<file path="config.mk">
export PLATFORM = sky130hd
export DESIGN_NAME = serial_command_line_matcher_unit
export DESIGN_NICKNAME = d
export VERILOG_FILES = /design/src/rtl/scml_pkg.sv /design/src/rtl/serial_command_line_matcher_unit.sv
export SDC_FILE = /design/constraint.sdc
export NUM_CORES = 1
export LEC_CHECK = 0
export BUFFER_PORTS_ARGS = -buffer_cell sky130_fd_sc_hd__buf_2
export CAP_MARGIN = 25
export CORE_UTILIZATION = 35
export DETAILED_ROUTE_END_ITERATION = 12
export HOLD_SLACK_MARGIN = 0.06
export SYNTH_ARGS = -nofsm -noshare
export SYNTH_HDL_FRONTEND = slang
export SYNTH_SLANG_ARGS = --single-unit
export TNS_END_PERCENT = 30
</file>
<file path="constraint.sdc">
create_clock -name clk -period 5.5 [get_ports clk]
set_input_delay 1.1 -clock clk [delete_from_list [all_inputs] [get_ports clk]]
set_output_delay 1.1 -clock clk [all_outputs]
set_load 0.05 [all_outputs]
</file>
<file path="src/rtl/scml_pkg.sv">
// Shared constants and types for the serial command line matcher.
package scml_pkg;

    localparam int BUF_DEPTH   = 32;
    localparam int POS_W       = $clog2(BUF_DEPTH);
    localparam int NUM_ENTRIES = 6;
    localparam int IDX_W       = 3;
    localparam int CODE_W      = 8;
    localparam int LEN_W       = 6;
    localparam int ENTRY_W     = CODE_W + LEN_W;
    localparam int BYTE_W      = 8;

    localparam logic [BYTE_W-1:0] CH_NEWLINE = 8'd10;
    localparam logic [BYTE_W-1:0] CH_RETURN  = 8'd13;

    typedef logic [ENTRY_W-1:0] entry_t;

    typedef enum logic [3:0] {
        S_IDLE = 4'b0001,
        S_READ = 4'b0010,
        S_LOAD = 4'b0100,
        S_UNK  = 4'b1000
    } state_t;

endpackage

</file>
<file path="src/rtl/serial_command_line_matcher_unit.sv">
// Serial command line matcher: line store, table match and result streaming.
//
// Input channel (in_valid/in_ready, rx_byte) takes one received byte per
// transaction. Carriage return is dropped, other bytes go into the line
// store, newline closes the line. Bytes are taken only while idle.
// On a newline that closes a nonempty line without overflow, the command
// table is checked in the same cycle. A match streams the line bytes from
// the line store, one result per byte, each through a store read state
// (S_READ) and then an output load state (S_LOAD), where a stall waits.
// No match gives one unknown result, loaded once the output is free.
// Input is not taken while a line is being read out of the store.
// Results sit in an output register (out_valid/out_ready); a stall holds
// the result and pauses the read-out. The next input byte is taken while
// the final result of a line still waits.
// Configuration (cfg_valid/cfg_ready, cfg_index, cfg_data) writes one table
// entry per transaction, none past the table; cfg_ready is always high.
// Reset clears the table, the write position, the overflow flag and the
// output valid flag; the line store keeps no reset value.
module serial_command_line_matcher_unit
    import scml_pkg::*;
(
    input  logic                clk,
    input  logic                rst_n,
    input  logic                in_valid,
    output logic                in_ready,
    input  logic [BYTE_W-1:0]   rx_byte,
    output logic                out_valid,
    input  logic                out_ready,
    output logic [BYTE_W-1:0]   line_byte,
    output logic [IDX_W-1:0]    command_index,
    output logic                unknown,
    output logic                last,
    input  logic                cfg_valid,
    output logic                cfg_ready,
    input  logic [IDX_W-1:0]    cfg_index,
    input  logic [ENTRY_W-1:0]  cfg_data
);

    logic [BYTE_W-1:0] line_mem [BUF_DEPTH];
    logic [BYTE_W-1:0] rd_data_reg;

    entry_t            entry_reg [NUM_ENTRIES];
    state_t            state_reg, state_next;
    logic [POS_W-1:0]  wp_reg, wp_next;
    logic              ovf_reg, ovf_next;
    logic [POS_W-1:0]  len_reg, len_next;
    logic [POS_W-1:0]  rd_ptr_reg, rd_ptr_next;
    logic [IDX_W-1:0]  idx_reg, idx_next;
    logic [BYTE_W-1:0] first_reg;

    logic              out_valid_reg, out_valid_next;
    logic [BYTE_W-1:0] out_byte_reg, out_byte_next;
    logic [IDX_W-1:0]  out_idx_reg, out_idx_next;
    logic              out_unk_reg, out_unk_next;
    logic              out_last_reg, out_last_next;

    logic              in_acc;
    logic              store_wr;
    logic              out_free;
    logic              found;
    logic [IDX_W-1:0]  found_idx;
    logic              scan_stop;

    assign in_ready      = (state_reg == S_IDLE);
    assign in_acc        = in_valid && in_ready;
    assign store_wr      = in_acc && (rx_byte != CH_RETURN) && (rx_byte != CH_NEWLINE);
    assign out_free      = !out_valid_reg || out_ready;
    assign cfg_ready     = 1'b1;

    assign out_valid     = out_valid_reg;
    assign line_byte     = out_byte_reg;
    assign command_index = out_idx_reg;
    assign unknown       = out_unk_reg;
    assign last          = out_last_reg;

    always_comb
    begin
        found     = 1'b0;
        found_idx = '0;
        scan_stop = 1'b0;
        for (int i = 0; i < NUM_ENTRIES; i++)
        begin
            if (!scan_stop)
            begin
                if (entry_reg[i][CODE_W-1:0] == '0)
                begin
                    scan_stop = 1'b1;
                end
                else if ((entry_reg[i][CODE_W-1:0] == first_reg) &&
                         (entry_reg[i][ENTRY_W-1:CODE_W] == LEN_W'(wp_reg)))
                begin
                    found     = 1'b1;
                    found_idx = IDX_W'(i);
                    scan_stop = 1'b1;
                end
            end
        end
    end

    always_comb
    begin
        state_next     = state_reg;
        wp_next        = wp_reg;
        ovf_next       = ovf_reg;
        len_next       = len_reg;
        rd_ptr_next    = rd_ptr_reg;
        idx_next       = idx_reg;
        out_valid_next = out_valid_reg;
        out_byte_next  = out_byte_reg;
        out_idx_next   = out_idx_reg;
        out_unk_next   = out_unk_reg;
        out_last_next  = out_last_reg;

        if (out_valid_reg && out_ready)
        begin
            out_valid_next = 1'b0;
        end

        case (state_reg)
            S_IDLE:
            begin
                if (store_wr)
                begin
                    if (wp_reg == POS_W'(BUF_DEPTH - 1))
                    begin
                        wp_next  = '0;
                        ovf_next = 1'b1;
                    end
                    else
                    begin
                        wp_next = wp_reg + 1'b1;
                    end
                end
                else if (in_acc && (rx_byte == CH_NEWLINE))
                begin
                    if (ovf_reg)
                    begin
                        ovf_next = 1'b0;
                        wp_next  = '0;
                    end
                    else if (wp_reg != '0)
                    begin
                        wp_next     = '0;
                        len_next    = wp_reg;
                        rd_ptr_next = '0;
                        idx_next    = found_idx;
                        state_next  = found ? S_READ : S_UNK;
                    end
                end
            end
            S_READ:
            begin
                state_next = S_LOAD;
            end
            S_LOAD:
            begin
                if (out_free)
                begin
                    out_valid_next = 1'b1;
                    out_byte_next  = rd_data_reg;
                    out_idx_next   = idx_reg;
                    out_unk_next   = 1'b0;
                    out_last_next  = (rd_ptr_reg == len_reg - 1'b1);
                    rd_ptr_next    = rd_ptr_reg + 1'b1;
                    state_next     = (rd_ptr_reg == len_reg - 1'b1) ? S_IDLE : S_READ;
                end
            end
            S_UNK:
            begin
                if (out_free)
                begin
                    out_valid_next = 1'b1;
                    out_byte_next  = '0;
                    out_idx_next   = '0;
                    out_unk_next   = 1'b1;
                    out_last_next  = 1'b1;
                    state_next     = S_IDLE;
                end
            end
            default:
            begin
                state_next = S_IDLE;
            end
        endcase
    end

    // line store: writes only in idle, reads only during read-out
    always_ff @(posedge clk)
    begin
        if (store_wr)
        begin
            line_mem[wp_reg] <= rx_byte;
        end
        if (state_reg == S_READ)
        begin
            rd_data_reg <= line_mem[rd_ptr_reg];
        end
    end

    always_ff @(posedge clk)
    begin
        if (store_wr && (wp_reg == '0))
        begin
            first_reg <= rx_byte;
        end
        len_reg       <= len_next;
        rd_ptr_reg    <= rd_ptr_next;
        idx_reg       <= idx_next;
        out_byte_reg  <= out_byte_next;
        out_idx_reg   <= out_idx_next;
        out_unk_reg   <= out_unk_next;
        out_last_reg  <= out_last_next;
    end

    always_ff @(posedge clk or negedge rst_n)
    begin
        if (!rst_n)
        begin
            state_reg     <= S_IDLE;
            wp_reg        <= '0;
            ovf_reg       <= 1'b0;
            out_valid_reg <= 1'b0;
            for (int i = 0; i < NUM_ENTRIES; i++)
            begin
                entry_reg[i] <= '0;
            end
        end
        else
        begin
            state_reg     <= state_next;
            wp_reg        <= wp_next;
            ovf_reg       <= ovf_next;
            out_valid_reg <= out_valid_next;
            if (cfg_valid && cfg_ready && (cfg_index < IDX_W'(NUM_ENTRIES)))
            begin
                entry_reg[cfg_index] <= cfg_data;
            end
        end
    end

endmodule

</file>
==> metrics.md, run 1 <==
| Metric | Value |
|---|---|
| Result of the run | completed |
| Top layer used by detailed routing | met4 |
| Fraction of layout cells with a size suffix above 1 | 29.7% |
| Data required time of the worst path | 5.67 ns |
| CTS buffer count | 42 |
| Critical Path AT | 3.95 ns |
| Type of the setup path with the least slack | in2reg |
| Yosys warning count | 0 |
| Total setup buffers inserted after CTS | 0 |
| DRT iter0 DRCs | 660 |
| Largest fanout on the critical path | 34 |
| Sequential share of the synthesized area | 69.1% |
| Vias in the first global route | 8690 |
| Hold Violations, Final | 0 |
| Number of enable flip-flop cells after synthesis | 298 |
| Die ar. | about 48000 um^2 |
| Worst Tran Pin Value | 1.10 ns |
| HPWL reported at the end of detailed placement | approximately 25000 um |
| Rel. slew slack | a little over a quarter |
| Layout overhead on the synthesized area | 14.1% |
| Hold path startpoint | entry_reg[13] |
| Switch share | 24.9% |
| Count of endpoints failing setup in the final report | 0 |
| Crit path capture type | register |
| Global routing usage summed across all routing layers | 16.7% |
| First-pass GRT wire length | just under 60000 um |
| Detailed-routed wire length on met2 | 18100 um |
| Number of diodes | 0 |
| Via Count | between 8000 and 9000 |
| Clock network power share | roughly two fifths |
| Worst hold path class | reg2reg |
| Pwr Density | approximately 380 nW/um^2 |
| Number of cells on the critical path | 7 |
| Maximum number of pins on one net before global-route repair | 68 |
| Combinational share of power | 9.7% |
| Critical path launch point type | primary input |
| NumNets Final | 1019 |
| Cell types with the largest area share after synthesis | sky130_fd_sc_hd__edfxtp_1 (55%), sky130_fd_sc_hd__dfrtp_1 (14%), sky130_fd_sc_hd__mux4_2 (11%), sky130_fd_sc_hd__mux2_2 (5.7%), sky130_fd_sc_hd__xor2_1 (4.4%) |
| Count of cell types in the netlist | 55 |
| Hold bufs inserted after CTS | 0 |
| Initial antenna violation count | 0 |
| Sum of buffers and inverters on the critical path | 1 |
| Total DRC errors in the routed layout | 0 |
| Global route overflow | 0 |
| Maximum cell stage delay along the critical path | between 0.7 and 0.8 ns |
| Height of the die | 218 um |
| Clock latency on the worst-skew pair | approximately 0.56 ns |
| Met3 routed wirelength | between 2000 and 2500 um |
| Number of maximum-capacitance violations | 0 |
| Number of cell rows | 78 |
| ANT nets after route | 0 |
| Drt first pass iters | 5 |
| Source of the worst register-to-register timing path | state_reg[0] |
| Clock tree from TritonCTS | built |
| Max Clock Skew | 0.0128 ns |
| Final period demand of the worst path | 3.77 ns |
| Final estimated routing congestion in global placement | roughly 0.86 |
| Flip-flop count of the largest register, all copies and words added | 256 |
| First element of the critical path | rx_byte[6] |
| Leakage power summed over all cells | 6.46 nW |
| Critical Path, Cell by Cell | buf_2 -> nor4_1 -> and2_1 -> a41o_1 -> nor2_2 -> nand2_1 -> nor2_1 |
| Sequential power share | 51.3% |
| Count of port buffers added during placement | 44 |
| RSZ-0062 raised after global routing | no |
| Number of cell instances on the worst register-to-register path | 7 |
| H-Tree Depth | 2 |
| Critical register-to-register path endpoint | line_mem[10][4] |
| CTS clk-pin slew, worst paths | 0.06 ns |
| CTS Sinks | 393 |
| Critical path's slowest cell | sky130_fd_sc_hd__nor2_1 |
| Max-slew violation count | 0 |
| Routed length per instance | about 24 um |
| Final sum of negative setup slack | 0 ns |
| VDD IR-drop max | around 0.00023 V |
| Post-DR vias/cell | ~5.2 |
| Share of the synthesized area in the top cell type | a little over half |
| Width of the die | 218 um |
| Async S/R FF share, synth | about a quarter |
| Largest delay contributor family on the critical path | simple AND/OR/NAND/NOR gates |
| Post-route met1 wirelength | around 17000 um |
| Crit share post-route | 68.6% |
| Starting Density | a little over a third |
| Number of cells produced by synthesis | 920 |
| Instance count after placement with tap cells included | 1538 |
| Floorplan core area | 45800 um^2 |
| Highest clock rate | between 200 and 300 MHz |
| Synthesized area per cell | ~18 um^2 |
| Cell Int Power | around 0.0054 W |
| Mapped Area | 16400 um^2 |
| Number of primary I/O pins | 46 |
| CTS-repair resized insts | 0 |
| Prevailing post-synth register cell | sky130_fd_sc_hd__edfxtp_1 |
| Fin cells | 1615 |
| Wirelength, routed | 38800 um |
| Setup slack on the worst flop-to-flop path | roughly 2 ns |
| Number of buffers on the longest clock path | 3 |
| Total power of the final layout | ~0.0072 W |
| Largest area contributor in the netlist | sky130_fd_sc_hd__edfxtp_1 |
| Net switching power of the design | 0.00179 W |
| Clock root buffer | sky130_fd_sc_hd__clkbuf_16 |
| Post-Synthesis Net Count | between 900 and 1000 |
| FF+latch count, synth | 393 |
| Worst setup path endpoint | line_mem[10][4] |
layout make-up:
cell class / instances / area (um^2)
Clock buffer: 56 / 1180
Clock inverter: 21 / 189
Fill cell: 4091 / 27100
Inverter: 11 / 41.3
Multi-Input combinational cell: 471 / 4850
Sequential cell: 393 / 11300
Tap cell: 600 / 751
Timing Repair Buffer: 63 / 383
cell families (layout without fill, tap and decap cells):
| logic type | after synthesis | after routing | share of synthesized area (%) |
|---|---|---|---|
| compound gates | 33 | 33 | 1.37 |
| mux | 173 | 173 | 17.4 |
| other cells | 1 | 1 | 0.0229 |
| buf+inv | 56 | 151 | 1.53 |
| xor+xnor | 85 | 85 | 4.54 |
| simple gates | 172 | 172 | 5.55 |
| fa+ha+maj | 7 | 7 | 0.534 |
| flops | 393 | 393 | 69.1 |
power groups by stage:
stage | Sequential [W] | Clock, W | Combinational, W
3_5_place_dp | 0.00374 | 0 | 0.000698
2_1_floorplan | 0.00360 | 0 | 0.000510
3_3_place_gp | 0.00374 | 0 | 0.000697
5_1_grt | 0.00371 | 0.00296 | 0.000763
6_report | 0.00368 | 0.00280 | 0.000699
4_1_cts | 0.00368 | 0.00285 | 0.000703
metal layers:
metal	vias to the layer above	GRT usage, %
li1	3714	-
met1	4411	23.9
met2	254	25.7
met3	69	3.17
met4	0	5.27
met5	-	0
layout by cell type (no fill, tap or decap), types with 8 or more instances in the layout:
master,count
sky130_fd_sc_hd__buf_4,16
sky130_fd_sc_hd__mux2_2,83
sky130_fd_sc_hd__mux2_1,9
sky130_fd_sc_hd__nor4_1,25
sky130_fd_sc_hd__dfrtp_1,94
sky130_fd_sc_hd__clkbuf_1,10
sky130_fd_sc_hd__mux4_2,80
sky130_fd_sc_hd__nand2b_1,8
sky130_fd_sc_hd__o21ai_0,9
sky130_fd_sc_hd__inv_1,9
sky130_fd_sc_hd__nand4_1,9
sky130_fd_sc_hd__nor2_1,54
sky130_fd_sc_hd__edfxtp_1,298
sky130_fd_sc_hd__nor3_1,8
sky130_fd_sc_hd__clkbuf_16,45
sky130_fd_sc_hd__nor2b_1,12
sky130_fd_sc_hd__xor2_1,83
sky130_fd_sc_hd__buf_2,44
sky130_fd_sc_hd__nand2_1,18
how the worst min path moves through the flow:
| stage | endpoint | slack (ns) | cells past startpoint |
|---|---|---|---|
| after floorplan | len_reg[2] | 0.42 | 0 |
| after global placement | entry_reg[13] | 0.49 | 1 |
| after detailed placement | entry_reg[13] | 0.50 | 1 |
| after CTS | entry_reg[13] | 0.51 | 1 |
| after global routing | entry_reg[80] | 0.54 | 1 |
| final | entry_reg[13] | 0.51 | 1 |
synthesized netlist by cell type, drive strengths merged (3+ instances only):
| cell type | count |
|---|---|
| inv | 11 |
| nor3b | 3 |
| nand4 | 9 |
| nor4 | 25 |
| nand2 | 18 |
| ha | 7 |
| nand2b | 8 |
| a21oi | 4 |
| buf | 15 |
| dfrtp | 94 |
| xor2 | 83 |
| mux2 | 92 |
| nor2b | 12 |
| or4 | 4 |
| o21ai | 11 |
| edfxtp | 298 |
| nand3b | 4 |
| or3 | 3 |
| nor3 | 10 |
| nand3 | 6 |
| and2 | 3 |
| mux4 | 80 |
| nor2 | 55 |
| clkbuf | 30 |
stage by stage:
| stage | cell area [um^2] | setup WS, ns | util, % | hold slack [ns] |
|---|---|---|---|---|
| after floorplan | 16400 | 2.68 | - | 0.423 |
| after global placement | 17300 | 1.21 | 37.8 | 0.493 |
| after detailed placement | 17300 | 1.15 | 37.9 | 0.499 |
| after CTS | 18700 | 1.74 | 40.9 | 0.514 |
| after global routing | 18700 | 1.60 | 40.9 | 0.542 |
| final | 18700 | 1.73 | 40.9 | 0.508 |
Note: power is estimated with default switching activity, not from simulation.
==> run 2: changes to the inputs <==
==> constraint.sdc (replaced) <==
create_clock -name clk -period 3.3 [get_ports clk]
set_input_delay 0.66 -clock clk [delete_from_list [all_inputs] [get_ports clk]]
set_output_delay 0.66 -clock clk [all_outputs]
set_load 0.05 [all_outputs]
==> run 2 against run 1 <==
Net effect: clock skew grew 0.0035 ns; combinational power grew 80%; design area grew 2.5%; utilization grew 1.0 points; routed wire length grew 5.2%; hold slack lost 0.33 ns; non-clock buffer count grew 58; critical path type is now reg2reg.
==> metrics.md, run 2 (synthesis results as in run 1) <==
| Metric | Value |
|---|---|
| RSZ-0062 raised after global routing | no |
| DRT iter0 DRCs | 782 (+18%) |
| Number of cell instances on the worst register-to-register path | 9 (+2) |
| Critical path launch point type | register |
| Number of cell rows | 78 (unchanged) |
| Number of diodes | 0 (unchanged) |
| VDD IR-drop max | 0.000361 V (+57%) |
| Global routing usage summed across all routing layers | 17.7% (+0.93 points) |
| Final period demand of the worst path | 2.72 ns |
| First-pass GRT wire length | 60800 um (+4.0%) |
| Height of the die | 218 um (unchanged) |
| Max Clock Skew | 0.0163 ns (+0.00347 ns) |
| Source of the worst register-to-register timing path | state_reg[0] |
| Global route overflow | 0 (unchanged) |
| Flip-flop count of the largest register, all copies and words added | 256 (unchanged) |
| Hold Violations, Final | 0 (unchanged) |
| Largest fanout on the critical path | 8 (-76%) |
| Data required time of the worst path | 3.55 ns (-2.12 ns) |
| H-Tree Depth | 2 (unchanged) |
| Pwr Density | 623 nW/um^2 (+62%) |
| Clock tree from TritonCTS | built |
| Clock latency on the worst-skew pair | 0.56 ns (about the same) |
| Critical register-to-register path endpoint | line_mem[30][0] |
| Hold bufs inserted after CTS | 0 (unchanged) |
| Initial antenna violation count | 1 (+1) |
| Final sum of negative setup slack | 0 ns (unchanged) |
| Routed length per instance | 24.4 um (+1.6%) |
| CTS buffer count | 43 (+2.4%) |
| Number of maximum-capacitance violations | 0 (unchanged) |
| Highest clock rate | 367 MHz |
| Clock root buffer | sky130_fd_sc_hd__clkbuf_16 |
| CTS Sinks | 393 (unchanged) |
| Most frequent cells in the layout | sky130_fd_sc_hd__edfxtp_1 (298), sky130_fd_sc_hd__dfrtp_1 (94), sky130_fd_sc_hd__mux2_2 (83), sky130_fd_sc_hd__xor2_1 (83), sky130_fd_sc_hd__mux4_2 (80) |
| Total setup buffers inserted after CTS | 0 (unchanged) |
| Max-slew violation count | 0 (unchanged) |
| Total DRC errors in the routed layout | 0 (unchanged) |
| Crit path capture type | register |
| Die ar. | 47700 um^2 (unchanged) |
| CTS clk-pin slew, worst paths | 0.06 ns (about the same) |
| Width of the die | 218 um (unchanged) |
| Most common cell after layout, fill and taps aside | sky130_fd_sc_hd__edfxtp_1 |
| Number of buffers on the longest clock path | 3 (unchanged) |
| Worst hold path class | in2async |
| Fraction of layout cells with a size suffix above 1 | 33.4% (+3.7 points) |
| Wirelength, routed | 40800 um (+5.2%) |
| Leakage power summed over all cells | 6.77 nW (+4.9%) |
| Drt first pass iters | 4 (-1) |
| Critical Path AT | 2.98 ns (-0.97 ns) |
| Count of endpoints failing setup in the final report | 0 (unchanged) |
| Maximum number of pins on one net before global-route repair | 56 (-18%) |
| Crit share post-route | 82.5% |
| Result of the run | completed |
| Starting Density | 35.8% (unchanged) |
| ANT nets after route | 0 (unchanged) |
| Setup slack on the worst flop-to-flop path | 0.58 ns (-1.46 ns) |
| Worst Tran Pin Value | 0.816 ns (-0.281 ns) |
| Count of port buffers added during placement | 44 (unchanged) |
| Post-DR vias/cell | 5.17 (-1.2%) |
| HPWL reported at the end of detailed placement | 27200 um (+8.3%) |
| Floorplan core area | 45800 um^2 (unchanged) |
| NumNets Final | 1078 (+5.8%) |
| Rel. slew slack | 45.6% (+19 points) |
| Type of the setup path with the least slack | reg2reg |
| Number of primary I/O pins | 46 (unchanged) |
| Vias in the first global route | 8906 (+2.5%) |
| Layout overhead on the synthesized area | 16.9% |
| CTS-repair resized insts | 0 (unchanged) |
| Final Util | 41.9% (+1.0 points) |
| Via Count | 8646 (+2.3%) |
| Final estimated routing congestion in global placement | 0.818 (-4.8%) |
-- run 2: changes by cell type in the layout (fill, tap and decap cells not counted), sizes merged --
cell / before / now
bufinv: 3 / 1
inv: 13 / 11
buf: 63 / 121
clkbuf: 56 / 64
clkinv: 14 / 11
clkinvlp: 2 / 1
-- run 2: cell type report --
type                    instances  area [um^2]
multi-input cells             471         4850
inverters                      11         41.3
fillers                      4043        26600
flip-flops and latches        393        11300
clock inverters                13         88.8
repair buffers                121          876
clock buffers                  64         1250
well taps                     600          751
-- run 2: critical path, cell delays in order, from the launching register on --
cell	delay (ns)
sky130_fd_sc_hd__dfstp_2	0.58
sky130_fd_sc_hd__or4b_1	0.52
sky130_fd_sc_hd__inv_2	0.09
sky130_fd_sc_hd__nand2_1	0.12
sky130_fd_sc_hd__a41o_1	0.28
sky130_fd_sc_hd__nor2_2	0.20
sky130_fd_sc_hd__nand2_1	0.11
sky130_fd_sc_hd__buf_4	0.16
sky130_fd_sc_hd__nor2_1	0.15
sky130_fd_sc_hd__buf_4	0.20
-- run 2: worst max path at each step --
stage	from	to	slack, ns	cells past startpoint
after global routing	state_reg[0]	line_mem[26][7]	0.44	9
after floorplan	state_reg[0]	first_reg[0]	0.48	7
final	state_reg[0]	line_mem[30][0]	0.58	9
after CTS	state_reg[0]	line_mem[26][1]	0.56	9
after global placement	rx_byte[4]	first_reg[7]	0.37	10
after detailed placement	rx_byte[4]	line_mem[2][7]	0.42	10
-- run 2: where the power goes --
group	switching, W	internal [W]	total [W]
combinational	0.000687	0.000571	0.00126
sequential	0.000378	0.00574	0.00611
clock	0.00189	0.00268	0.00457
total	0.00295	0.00899	0.0119
-- run 2: per-stage QoR --
stage,area [um^2],hold slack [ns],worst slack (ns),instances,power [W]
3_3_place_gp,17800,0.490,0.374,1596,0.00745
2_1_floorplan,16400,0.364,0.482,920,0.00685
5_1_grt,19200,0.213,0.441,1673,0.0124
6_report,19200,0.176,0.578,1673,0.0119
3_5_place_dp,17800,0.495,0.421,1596,0.00746
4_1_cts,19200,0.176,0.565,1673,0.0121
-- run 2: metal layers --
layer / track usage, % / vias to the layer above / wire length, um / share of wire [%]
met5: 0 / - / 0 / 0
met4: 5.43 / 0 / 1110 / 2.7
met3: 3.38 / 72 / 2230 / 5.5
met2: 28.6 / 255 / 19800 / 48
met1: 24.0 / 4488 / 17700 / 43
li1: - / 3831 / - / -
